$ cat src/afcd_pkg.sv
// ----------------------------------------------------------------------------
// afcd_pkg: shared types and constants of the ASCII frame command decoder
// Frame marks, function code characters, command strings and result codes.
// ----------------------------------------------------------------------------
package afcd_pkg;

  localparam int BYTE_W      = 8;
  localparam int CFG_INDEX_W = 4;
  localparam int LEN_W       = 7;
  localparam int NUM_CMDS    = 4;
  localparam int CMD_MAX_LEN = 10;
  localparam int TEXT_START  = 6;

  typedef logic [BYTE_W-1:0] byte_t;

  localparam byte_t START_MARK = 8'h3A;
  localparam byte_t END_MARK   = 8'h0D;
  localparam byte_t NUL_CHAR   = 8'h00;
  localparam byte_t CHAR_0     = 8'h30;
  localparam byte_t CHAR_1     = 8'h31;
  localparam byte_t CHAR_2     = 8'h32;
  localparam byte_t STATION_RESET = 8'h33;

  localparam logic [CFG_INDEX_W-1:0] REG_STATION_HIGH = 4'd0;
  localparam logic [CFG_INDEX_W-1:0] REG_STATION_LOW  = 4'd1;

  typedef enum logic [1:0] {
    ACT_NONE    = 2'd0,
    ACT_SYSTEM  = 2'd1,
    ACT_OPERATE = 2'd2,
    ACT_CODE10  = 2'd3
  } action_t;

  typedef enum logic [2:0] {
    TXT_NONE        = 3'd0,
    TXT_RED_LED_ON  = 3'd1,
    TXT_RED_LED_OFF = 3'd2,
    TXT_GR_LED_ON   = 3'd3,
    TXT_GR_LED_OFF  = 3'd4
  } text_cmd_t;

  localparam logic [3:0] CMD_LEN [NUM_CMDS] = '{4'd9, 4'd10, 4'd8, 4'd9};

  localparam byte_t CMD_TEXT [NUM_CMDS][CMD_MAX_LEN] = '{
    '{"r", "e", "d", " ", "l", "d", " ", "o", "n", " "},
    '{"r", "e", "d", " ", "l", "d", " ", "o", "f", "f"},
    '{"g", "r", " ", "l", "d", " ", "o", "n", " ", " "},
    '{"g", "r", " ", "l", "d", " ", "o", "f", "f", " "}
  };

endpackage

$ cat src/afcd_if.sv
// ----------------------------------------------------------------------------
// afcd channel interfaces
// Byte input, decode result and configuration write channels.
// ----------------------------------------------------------------------------
interface afcd_byte_if import afcd_pkg::*; ();
  logic  valid;
  logic  ready;
  byte_t rx_byte;
  modport source (output valid, output rx_byte, input ready);
  modport sink   (input valid, input rx_byte, output ready);
endinterface

interface afcd_result_if import afcd_pkg::*; ();
  logic             valid;
  logic             ready;
  logic             address_match;
  logic [1:0]       action;
  logic [2:0]       text_command;
  logic [LEN_W-1:0] frame_length;
  modport source (output valid, output address_match, output action,
                  output text_command, output frame_length, input ready);
  modport sink   (input valid, input address_match, input action,
                  input text_command, input frame_length, output ready);
endinterface

interface afcd_cfg_if import afcd_pkg::*; ();
  logic                   valid;
  logic                   ready;
  logic [CFG_INDEX_W-1:0] reg_index;
  byte_t                  wdata;
  modport source (output valid, output reg_index, output wdata, input ready);
  modport sink   (input valid, input reg_index, input wdata, output ready);
endinterface

$ cat src/ascii_frame_command_decoder_unit.sv
// ----------------------------------------------------------------------------
// ascii_frame_command_decoder_unit
// Receives a framed ASCII byte stream, decodes address, function code and
// command text, and reports one result per frame end.
// ----------------------------------------------------------------------------
// Timing: a byte is registered, then decoded in the next cycle; the result
//   of a CR that ends a frame is registered when that CR leaves the input register.
// Throughput: one byte per cycle, set by the single decode stage; a frame-end
//   CR waits in the input register while the previous result is unaccepted.
// Reset: synchronous, active high; position and latches clear, text flags set,
//   station address returns to "33", no result pending.
module ascii_frame_command_decoder_unit
  import afcd_pkg::*;
#(
  parameter int FRAME_DEPTH = 64
) (
  input  logic           clk,
  input  logic           rst,
  afcd_byte_if.sink      rx,
  afcd_result_if.source  res,
  afcd_cfg_if.sink       cfg
);

  localparam int POS_W = $clog2(FRAME_DEPTH);
  localparam int KX_W  = POS_W + 4;
  localparam int PW_W  = POS_W + LEN_W;

  // configuration
  byte_t station_high;
  byte_t station_low;

  // input stage
  logic  s1_valid;
  byte_t s1_byte;

  // frame state
  logic [POS_W-1:0]     pos;
  byte_t                addr0, addr1, code0, code1;
  logic [NUM_CMDS-1:0]  flags;
  logic                 text_void;
  logic                 text_closed;

  logic [POS_W-1:0]     pos_next;
  byte_t                addr0_next, addr1_next, code0_next, code1_next;
  logic [NUM_CMDS-1:0]  flags_next;
  logic                 text_void_next;
  logic                 text_closed_next;

  // decode outputs
  logic             is_end;
  logic             s1_fire;
  logic             out_free;
  logic             am;
  action_t          act;
  text_cmd_t        tc;
  logic [LEN_W-1:0] flen;

  // working signals
  logic [POS_W-1:0]     pos_cur;
  logic [NUM_CMDS-1:0]  flags_base;
  logic                 void_base;
  logic                 closed_base;
  logic [KX_W-1:0]      kx;
  logic [3:0]           kl;
  logic [NUM_CMDS-1:0]  len_ok;
  logic [NUM_CMDS-1:0]  char_ok;
  logic [NUM_CMDS-1:0]  end_flags;
  logic [PW_W-1:0]      pos_wide;
  byte_t                a1_eff, c0_eff, c1_eff;

  assign out_free = !res.valid || res.ready;
  assign s1_fire  = s1_valid && (!is_end || out_free);
  assign rx.ready = !s1_valid || s1_fire;
  assign cfg.ready = 1'b1;

  always_comb begin
    pos_cur     = (s1_byte == START_MARK) ? '0 : pos;
    flags_base  = (s1_byte == START_MARK) ? '1 : flags;
    void_base   = (s1_byte == START_MARK) ? 1'b0 : text_void;
    closed_base = (s1_byte == START_MARK) ? 1'b0 : text_closed;

    is_end   = (s1_byte == END_MARK) && (pos_cur > POS_W'(1));
    kx       = KX_W'(pos_cur) - KX_W'(TEXT_START);
    kl       = kx[3:0];
    pos_wide = PW_W'(pos_cur);
    flen     = pos_wide[LEN_W-1:0];

    for (int i = 0; i < NUM_CMDS; i++) begin
      len_ok[i]  = (kx == KX_W'(CMD_LEN[i]));
      char_ok[i] = (kx < KX_W'(CMD_LEN[i])) && (CMD_TEXT[i][kl] == s1_byte);
    end

    // a CR in a short frame lands in its latch as zero
    a1_eff = (pos_cur == POS_W'(2)) ? '0 : addr1;
    c0_eff = (pos_cur == POS_W'(3)) ? '0 : code0;
    c1_eff = (pos_cur == POS_W'(4)) ? '0 : code1;

    if (pos_cur < POS_W'(TEXT_START)) begin
      end_flags = '0;
    end else if (!closed_base) begin
      end_flags = flags_base & len_ok;
    end else begin
      end_flags = flags_base;
    end

    am = (addr0 == station_high) && (a1_eff == station_low);
    act = ACT_NONE;
    if (am) begin
      priority if (c0_eff == CHAR_0 && c1_eff == CHAR_1) act = ACT_SYSTEM;
      else if (c0_eff == CHAR_0 && c1_eff == CHAR_2)     act = ACT_OPERATE;
      else if (c0_eff == CHAR_1 && c1_eff == CHAR_0)     act = ACT_CODE10;
      else                                               act = ACT_NONE;
    end

    tc = TXT_NONE;
    if (act == ACT_OPERATE && !void_base) begin
      priority if (end_flags[0]) tc = TXT_RED_LED_ON;
      else if (end_flags[1])     tc = TXT_RED_LED_OFF;
      else if (end_flags[2])     tc = TXT_GR_LED_ON;
      else if (end_flags[3])     tc = TXT_GR_LED_OFF;
      else                       tc = TXT_NONE;
    end

    addr0_next       = addr0;
    addr1_next       = addr1;
    code0_next       = code0;
    code1_next       = code1;
    flags_next       = flags_base;
    text_void_next   = void_base;
    text_closed_next = closed_base;
    pos_next         = pos_cur;

    if (is_end) begin
      addr1_next       = a1_eff;
      code0_next       = c0_eff;
      code1_next       = c1_eff;
      pos_next         = '0;
      flags_next       = '1;
      text_void_next   = 1'b0;
      text_closed_next = 1'b0;
    end else begin
      // position 0, position 5 and closed text store nothing
      if (pos_cur == POS_W'(1))      addr0_next = s1_byte;
      else if (pos_cur == POS_W'(2)) addr1_next = s1_byte;
      else if (pos_cur == POS_W'(3)) code0_next = s1_byte;
      else if (pos_cur == POS_W'(4)) code1_next = s1_byte;
      else if (pos_cur >= POS_W'(TEXT_START) && !closed_base) begin
        if (s1_byte == NUL_CHAR) begin
          // NUL closes the text at its current length
          flags_next       = flags_base & len_ok;
          text_closed_next = 1'b1;
        end else begin
          flags_next = flags_base & char_ok;
        end
      end

      if (pos_cur == POS_W'(FRAME_DEPTH - 1)) begin
        pos_next       = '0;
        text_void_next = 1'b1;
      end else begin
        pos_next = pos_cur + POS_W'(1);
      end
    end
  end

  always_ff @(posedge clk) begin
    if (rst) begin
      station_high <= STATION_RESET;
      station_low  <= STATION_RESET;
    end else if (cfg.valid && cfg.ready) begin
      if (cfg.reg_index == REG_STATION_HIGH) station_high <= cfg.wdata;
      if (cfg.reg_index == REG_STATION_LOW)  station_low  <= cfg.wdata;
    end
  end

  always_ff @(posedge clk) begin
    if (rst) begin
      s1_valid <= 1'b0;
    end else if (rx.ready) begin
      s1_valid <= rx.valid;
    end
  end

  always_ff @(posedge clk) begin
    if (rx.valid && rx.ready) s1_byte <= rx.rx_byte;
  end

  always_ff @(posedge clk) begin
    if (rst) begin
      pos         <= '0;
      addr0       <= '0;
      addr1       <= '0;
      code0       <= '0;
      code1       <= '0;
      flags       <= '1;
      text_void   <= 1'b0;
      text_closed <= 1'b0;
    end else if (s1_fire) begin
      pos         <= pos_next;
      addr0       <= addr0_next;
      addr1       <= addr1_next;
      code0       <= code0_next;
      code1       <= code1_next;
      flags       <= flags_next;
      text_void   <= text_void_next;
      text_closed <= text_closed_next;
    end
  end

  always_ff @(posedge clk) begin
    if (rst) begin
      res.valid <= 1'b0;
    end else if (s1_fire && is_end) begin
      res.valid <= 1'b1;
    end else if (res.ready) begin
      res.valid <= 1'b0;
    end
  end

  always_ff @(posedge clk) begin
    if (s1_fire && is_end) begin
      res.address_match <= am;
      res.action        <= act;
      res.text_command  <= tc;
      res.frame_length  <= flen;
    end
  end

endmodule

$ cat src/flat_wrapper.sv
// flat-port wrapper written by rule: the top's interface ports become plain ports
module ascii_frame_command_decoder_unit_flat import afcd_pkg::*;
#(
  parameter int FRAME_DEPTH = 64
)
  (clk, rst, rx_valid, rx_rx_byte, rx_ready, res_valid, res_address_match, res_action, res_text_command, res_frame_length, res_ready, cfg_valid, cfg_reg_index, cfg_wdata, cfg_ready);
  afcd_byte_if rx_i ();
  afcd_result_if res_i ();
  afcd_cfg_if cfg_i ();
  input  logic clk;
  input  logic rst;
  input wire logic [$bits(rx_i.valid)-1:0] rx_valid;
  input wire logic [$bits(rx_i.rx_byte)-1:0] rx_rx_byte;
  output wire logic [$bits(rx_i.ready)-1:0] rx_ready;
  output wire logic [$bits(res_i.valid)-1:0] res_valid;
  output wire logic [$bits(res_i.address_match)-1:0] res_address_match;
  output wire logic [$bits(res_i.action)-1:0] res_action;
  output wire logic [$bits(res_i.text_command)-1:0] res_text_command;
  output wire logic [$bits(res_i.frame_length)-1:0] res_frame_length;
  input wire logic [$bits(res_i.ready)-1:0] res_ready;
  input wire logic [$bits(cfg_i.valid)-1:0] cfg_valid;
  input wire logic [$bits(cfg_i.reg_index)-1:0] cfg_reg_index;
  input wire logic [$bits(cfg_i.wdata)-1:0] cfg_wdata;
  output wire logic [$bits(cfg_i.ready)-1:0] cfg_ready;
  assign rx_i.valid = rx_valid;
  assign rx_i.rx_byte = rx_rx_byte;
  assign rx_ready = rx_i.ready;
  assign res_valid = res_i.valid;
  assign res_address_match = res_i.address_match;
  assign res_action = res_i.action;
  assign res_text_command = res_i.text_command;
  assign res_frame_length = res_i.frame_length;
  assign res_i.ready = res_ready;
  assign cfg_i.valid = cfg_valid;
  assign cfg_i.reg_index = cfg_reg_index;
  assign cfg_i.wdata = cfg_wdata;
  assign cfg_ready = cfg_i.ready;
  ascii_frame_command_decoder_unit #(.FRAME_DEPTH(FRAME_DEPTH)) u_core (.clk(clk), .rst(rst), .rx(rx_i), .res(res_i), .cfg(cfg_i));
endmodule
$ cat config.mk
export PLATFORM = sky130hd
export DESIGN_NAME = ascii_frame_command_decoder_unit_flat
export DESIGN_NICKNAME = d
export VERILOG_FILES = /design/src/afcd_pkg.sv /design/src/afcd_if.sv /design/src/ascii_frame_command_decoder_unit.sv /design/src/flat_wrapper.sv
export SDC_FILE = /design/constraint.sdc
export NUM_CORES = 1
export LEC_CHECK = 0
export BUFFER_PORTS_ARGS = -buffer_cell sky130_fd_sc_hd__clkbuf_2
export CAP_MARGIN = 10
export CELL_PAD_IN_SITES_DETAIL_PLACEMENT = 0
export CELL_PAD_IN_SITES_GLOBAL_PLACEMENT = 1
export CORE_MARGIN = 2
export CORE_UTILIZATION = 46
export DETAILED_ROUTE_END_ITERATION = 6
export PLACE_DENSITY_LB_ADDON = 0.2
export SETUP_SLACK_MARGIN = 0.3
export SLEW_MARGIN = 10
export SYNTH_ARGS = -nofsm -noshare
export SYNTH_HDL_FRONTEND = slang
export SYNTH_SLANG_ARGS = --single-unit
export TNS_END_PERCENT = 100
$ cat constraint.sdc
create_clock -name clk -period 3.7 [get_ports clk]
set_clock_uncertainty 0.15 [all_clocks]
set_input_delay 0.74 -clock clk [delete_from_list [all_inputs] [get_ports clk]]
set_output_delay 0.74 -clock clk [all_outputs]
set_load 0.02 [all_outputs]
# After elaboration in Yosys (flattened, before gate mapping)
# Memories as Yosys holds them, arrays and structs flattened.
# Cells that the tools add are included.
# totals
reg_bits	82
latch_bits	0
ramBits	0
romBits	512
in_bits	25
output_inout_bits	16
wordCells	156
memories	4
# mem_list
name	depth	width	rd	rd_clocked_by_memory_dff	wr	line	rtl
(name not given)	16	8	1	0	0	ascii_frame_command_decoder_unit.sv:90	char_ok[i] = (kx < KX_W'(CMD_LEN[i])) && (CMD_TEXT[i][kl] == s1_byte);
(name not given)	16	8	1	0	0	ascii_frame_command_decoder_unit.sv:90	
(name not given)	16	8	1	0	0	ascii_frame_command_decoder_unit.sv:90	
(name not given)	16	8	1	0	0	ascii_frame_command_decoder_unit.sv:90	
# op_classes
add_sub_neg	2
mul	0
div_mod_pow	0
n_lt_le_gt_ge	7
n_eq_ne	26
shifts	0
n_mux	57
bitwise	5
reduce_logical	36
# ops
op	count
$mux W8	23
$eq A8 B6 Y1 const B	6
$eq A8 B8 Y1	6
$mux W4	10
$eq A10 B4 Y1 const B	3
$lt A10 B4 Y1 const B	3
$mux W6	3
$logic_and A1 B1 Y1	14
$mux W1	14
$eq A6 B2 Y1 const B	2
$mux W2	6
$and A4 B4 Y4	2
$eq A8 B4 Y1 const B	1
$logic_not A8 Y1	1
$reduce_bool A2 Y1	4
$sub A6 B3 Y7 const B	1
$add A6 B1 Y6 const B	1
$eq A6 B1 Y1 const B	1
$eq A6 B3 Y1 const B	1
$eq A6 B6 Y1 const B	1
$ge A6 B3 Y1 const B	1
$gt A6 B1 Y1 const B	1
$lt A6 B3 Y1 const B	1
$ne A2 B1 Y1 const B	3
15 further kinds	24

# Logic depth before layout (Yosys ltp)
# depth
depth_word	17
mapped_depth	14

# Least setup slack after synthesis
# OpenSTA, ideal clock, no wires.
# synth_path
kind	flip-flop to flip-flop
startpoint	reg u_core.s1_byte[5]
endpoint	reg u_core.flags[0]
setup_ps	119
t_arrival_ps	3048
slack_ps	383
path_stages_with_launch	15
path_buffers	3
period_less_slack_ps	3317
cell_sequence	edfxtp_1 -> buf_2 -> and4bb_2 -> nand2_1 -> nand2_1 -> inv_1 -> ha_1 -> clkbuf_1 -> clkbuf_1 -> nor2_1 -> o41ai_1 -> nand2_1 -> a31o_2 -> nand4_1 -> a21oi_1
# synth_between
elab_chain_len	17
# synth_rtl
element	line	rtl
start: declaration	ascii_frame_command_decoder_unit.sv:34	byte_t s1_byte;
start signal: assignment	ascii_frame_command_decoder_unit.sv:185	if (rx.valid && rx.ready) s1_byte <= rx.rx_byte;
$eq A8 B6 Y1 *	ascii_frame_command_decoder_unit.sv:77	pos_cur = (s1_byte == START_MARK) ? '0 : pos;
$mux W6 *	ascii_frame_command_decoder_unit.sv:77	
named net u_core.pos_cur[1]	ascii_frame_command_decoder_unit.sv:59	logic [POS_W-1:0] pos_cur;
$sub A6 B3 Y7	ascii_frame_command_decoder_unit.sv:83	kx = KX_W'(pos_cur) - KX_W'(TEXT_START);
$not A4 Y5 (implied by the code)	ascii_frame_command_decoder_unit.sv:90	
$mem_v2 Z16 W8	--	
$mux W8 (implied by the code) (2 in series)	ascii_frame_command_decoder_unit.sv:90	
$eq A8 B8 Y1	ascii_frame_command_decoder_unit.sv:90	
$logic_and A1 B1 Y1	ascii_frame_command_decoder_unit.sv:90	
$and A4 B4 Y4	ascii_frame_command_decoder_unit.sv:153	flags_next = flags_base & char_ok;
$mux W4	ascii_frame_command_decoder_unit.sv:148	if (s1_byte == NUL_CHAR) begin
$mux W4	ascii_frame_command_decoder_unit.sv:147	else if (pos_cur >= POS_W'(TEXT_START) && !closed_base) begin
$mux W4	ascii_frame_command_decoder_unit.sv:146	else if (pos_cur == POS_W'(4)) code1_next = s1_byte;
$mux W4	ascii_frame_command_decoder_unit.sv:145	else if (pos_cur == POS_W'(3)) code0_next = s1_byte;
$mux W4	ascii_frame_command_decoder_unit.sv:144	else if (pos_cur == POS_W'(2)) addr1_next = s1_byte;
$mux W4	ascii_frame_command_decoder_unit.sv:143	if (pos_cur == POS_W'(1)) addr0_next = s1_byte;
$mux W4	ascii_frame_command_decoder_unit.sv:133	if (is_end) begin
end signal: assignment	ascii_frame_command_decoder_unit.sv:204	flags <= flags_next;
end: declaration	ascii_frame_command_decoder_unit.sv:39	logic [NUM_CMDS-1:0] flags;
# Mark *: on every way through the listed nets, which the timed path passes. The rest lies on a longest branch. The select of a mux whose other input is x is not followed.
# A chain may end at the register's enable or synchronous reset.

# Final worst setup path
# layout_path
startpoint	reg u_core.s1_byte[2]
endpoint	reg u_core.flags[3]
# The elaborated chain is that of the path after synthesis.

==> flow_summary.yaml <==
outcome:
  status: "completed"
drt:
  vias_per_cell: 5.87
  drtPass1Iterations: 7
  drc: 0
  wirelength_um: 12900
  routedWlPerCell_um: 18.2
  num_vias: 4139
  drtIter0Drc: 340
  ant_nets: 0
logic_synthesis:
  synth_fp_nets: 552
  synthAdderAreaFrac: 0.0247
  synth.distinct_cells: 65
  synth-edff-count: 20
  synth_compound_area_frac: 0.190
  async_flop_share: 0
  synth_ff_type: "dfxtp_1"
  synth_top_family_by_area: "simple AND/OR/NAND/NOR gates"
  synth.area.mux_share: 0.0599
  ys_seq_elements: 82
  synth-simple-area-share: 0.241
  synthXorXnorAreaFrac: 0.0385
  syn-instance-count: 518
  ys_warn_count: 0
  synth_area_mm2: 0.00455
  synth.avg_cell_area_um2: 8.79
  yosysSeqAreaShare: 0.405
final_layout:
  fillerInstances: 918
  syn_to_final_growth_pct: 17.3
  layout-drive-gt1-share: 0.192
  final_util: 0.551
  nNetsFinal: 601
  diodes: 0
hold_path:
  hold_class: "reg2reg"
  holdPathStages: 1
  min_to: "u_core.code0[4]"
  holdCritStartpoint: "u_core.code0[4]"
setup_path:
  startpoint: "u_core.s1_byte[2]"
  slowest_stage: "or4_4"
  r2r_setup_slack_ns: 0.36
  crit_path_cell_trace: "and4bb_4 > nand2_1 > nand2_2 > inv_1 > buf_4 > ha_1 > nor4b_1 > o32ai_1 > or4_4 > a21o_1 > o22a_1"
  required_ns: 3.80
  worst-path-max-fanout: 7
  critPathKind: "reg2reg"
  startpoint_type: "register"
  cp_num_buf_inv: 2
  cpPeakStageDelay_ns: 0.54
  rr_startpoint: "u_core.s1_byte[2]"
  cp.arrival_ns: 3.44
  rr_worst_depth: 11
  cp_top_family: "simple AND/OR/NAND/NOR gates"
  cp-end-kind: "register"
  reg2reg_to: "u_core.flags[3]"
grt:
  grt_pass1_vias: 3724
  antenna_found_initial: 0
  grt_max_degree: 32
  grt_pass1_wl_um: 20000
  track_usage: 0.248
  grt_overflow: 0
clock_network:
  cts.sinks: 82
  clk_latency_ns: 0.36
  htree_levels: 3
  clk_pin_slew_ns: 0.09
  cts-root-buf: "clkbuf_8"
  cts_made_buffers: 9
  clk_path_buf_depth: 2
  tritoncts: "yes"
timing:
  relSlewSlack: 0.562
  finalCritPeriodShare: 0.903
  rsz0062_at_grt: "true"
  fmax_mhz: 299
  max_slew.worst_pin.slew_ns: 0.651
  hold_viol: 0
  setup_tns_ns: 0
  setup_viol: 0
  period_minus_slack_ns: 3.34
  drv_slew: 0
  fin_worst_hold_slack_ns: 0.336
run:
  maxCapViolations: 0
placed_design:
  place.gp.congestion: 0.940
  placement.io_buffers: 38
  dp_hpwl_um: 9230
pwr:
  p_leak_uw: 0.00208
  p_sw_frac: 0.258
  power_frac_comb: 0.105
  p_sw_uw: 490
  pwr-share-seq: 0.497
  internal-power_uw: 1410
  max-vdd-ir-drop_mv: 0.305
  power_density_mw_per_mm2: 355
  p_clk_frac: 0.398
floorplanning:
  dieHeight_um: 103
  io_pins: 41
  die-area_mm2: 0.0107
  initial_core_util: 0.470
  fp.coreArea_mm2: 0.00968
  rows: 36
  die_w_um: 103
[layout make-up]
class | instances | area (um^2) | share of cell area
tap | 133 | 166 | 0.0312
clock inverter | 5 | 63.8 | 0.0120
clock buffer | 11 | 174 | 0.0326
inverter | 14 | 52.6 | 0.00985
timing repair buffer | 67 | 412 | 0.0771
sequential | 82 | 1840 | 0.345
multi-input combinational | 393 | 2630 | 0.492
[flip-flops by register name (all words and copies together) (netlist names)]
name,flops
u_core.addr1,8
u_core.pos,6
u_core.s1_valid,1
u_core.text_closed,1
u_core.code1,8
u_core.addr0,8
u_core.res.frame_length,6
u_core.code0,8
u_core.station_high,8
u_core.flags,4
u_core.res.text_command,3
u_core.s1_byte,8
u_core.res.action,2
u_core.text_void,1
u_core.station_low,8
u_core.res.address_match,1
u_core.res.valid,1
[through the flow]
step | std cells | power [uW] | worst slack [ns] | area [um^2]
after global placement | 683 | 1140 | 0.316 | 4960
final | 705 | 1900 | 0.358 | 5340
after floorplan | 518 | 1070 | 0.383 | 4550
after CTS | 699 | 1890 | 0.270 | 5230
after global routing | 705 | 1960 | 0.247 | 5340
after detailed placement | 683 | 1140 | 0.282 | 4960
[power by group through the flow]
stage	Sequential (uW)	Combinational, uW	Clock [uW]
3_5_place_dp	962	182	0
5_1_grt	943	216	804
4_1_cts	941	185	766
3_3_place_gp	961	181	0
6_report	942	199	754
2_1_floorplan	960	114	0
[repair_timing]
action | 4_1_cts | 5_1_grt
hold buffers | 0 | 0
pin swaps | 0 | 4
resized for setup | 6 | 16
setup endpoints to repair | 3 | 7
buffers inserted | 0 | 6
[cells in the mapped netlist (3+ instances only)]
master | instances | area (um^2)
o211ai_1 | 3 | 22.5
o32ai_1 | 5 | 43.8
nand2_1 | 32 | 120
nand3_1 | 12 | 60.1
a22o_1 | 8 | 70.1
edfxtp_1 | 20 | 601
ha_1 | 9 | 113
xor2_1 | 7 | 61.3
inv_1 | 14 | 52.6
or3_1 | 3 | 18.8
nand4_1 | 7 | 43.8
a211o_1 | 10 | 87.6
nor2_1 | 71 | 267
a21oi_1 | 33 | 165
nand2b_1 | 15 | 93.8
nor3_1 | 13 | 65.1
a211oi_1 | 4 | 30.0
a31oi_1 | 3 | 18.8
nor4_1 | 8 | 50.1
clkbuf_1 | 23 | 86.3
nor4b_1 | 3 | 26.3
mux2i_1 | 25 | 250
o22ai_1 | 3 | 18.8
dfxtp_1 | 62 | 1240
o21ai_0 | 16 | 80.1
o31ai_1 | 3 | 22.5
a22oi_1 | 14 | 105
xnor2_1 | 13 | 114
nor2b_1 | 13 | 81.3
and3_1 | 9 | 56.3
and2_1 | 10 | 62.6
[cells by family after synthesis]
group,count (synthesis)
compound gates,123
xor+xnor,20
fa+ha+maj,9
buf+inv,43
flops,82
mux,27
other cells,2
simple gates,212
[metal layers]
metal,GRT usage,up-vias,share of wire
met1,0.362,1936,0.46
met5,0,-,0
met3,0.0477,31,0.074
met2,0.362,187,0.44
li1,-,1985,-
met4,0.0911,0,0.028
[layout by cell type, fill, tap and decap left out, types with 12 or more instances in the layout]
cell	n
xnor2_1	13
nor2_1	69
clkbuf_2	37
inv_1	13
nand3_1	12
nor2b_1	13
nand2_1	31
o21ai_0	16
buf_4	28
a21oi_1	31
dfxtp_1	62
mux2i_1	25
edfxtp_1	20
nor3_1	13
a22oi_1	14
nand2b_1	15
[worst reg2reg max path: stages (launching register included)]
cell      delay (ns)
edfxtp_1        0.38
and4bb_4        0.40
nand2_1         0.09
nand2_2         0.19
inv_1           0.12
buf_4           0.18
ha_1            0.30
nor4b_1         0.33
o32ai_1         0.16
or4_4           0.54
a21o_1          0.21
o22a_1          0.21
[how the worst max path moves through the flow]
stage	slack (ns)	depth (start not counted)	endpoint
final	0.36	11	u_core.flags[3]
after floorplan	0.38	14	u_core.flags[0]
after global routing	0.25	13	u_core.flags[2]
after detailed placement	0.28	10	u_core.res.text_command[2]
after global placement	0.32	11	u_core.flags[3]
after CTS	0.27	10	rx_ready
Note: power is estimated with default switching activity, not from simulation.
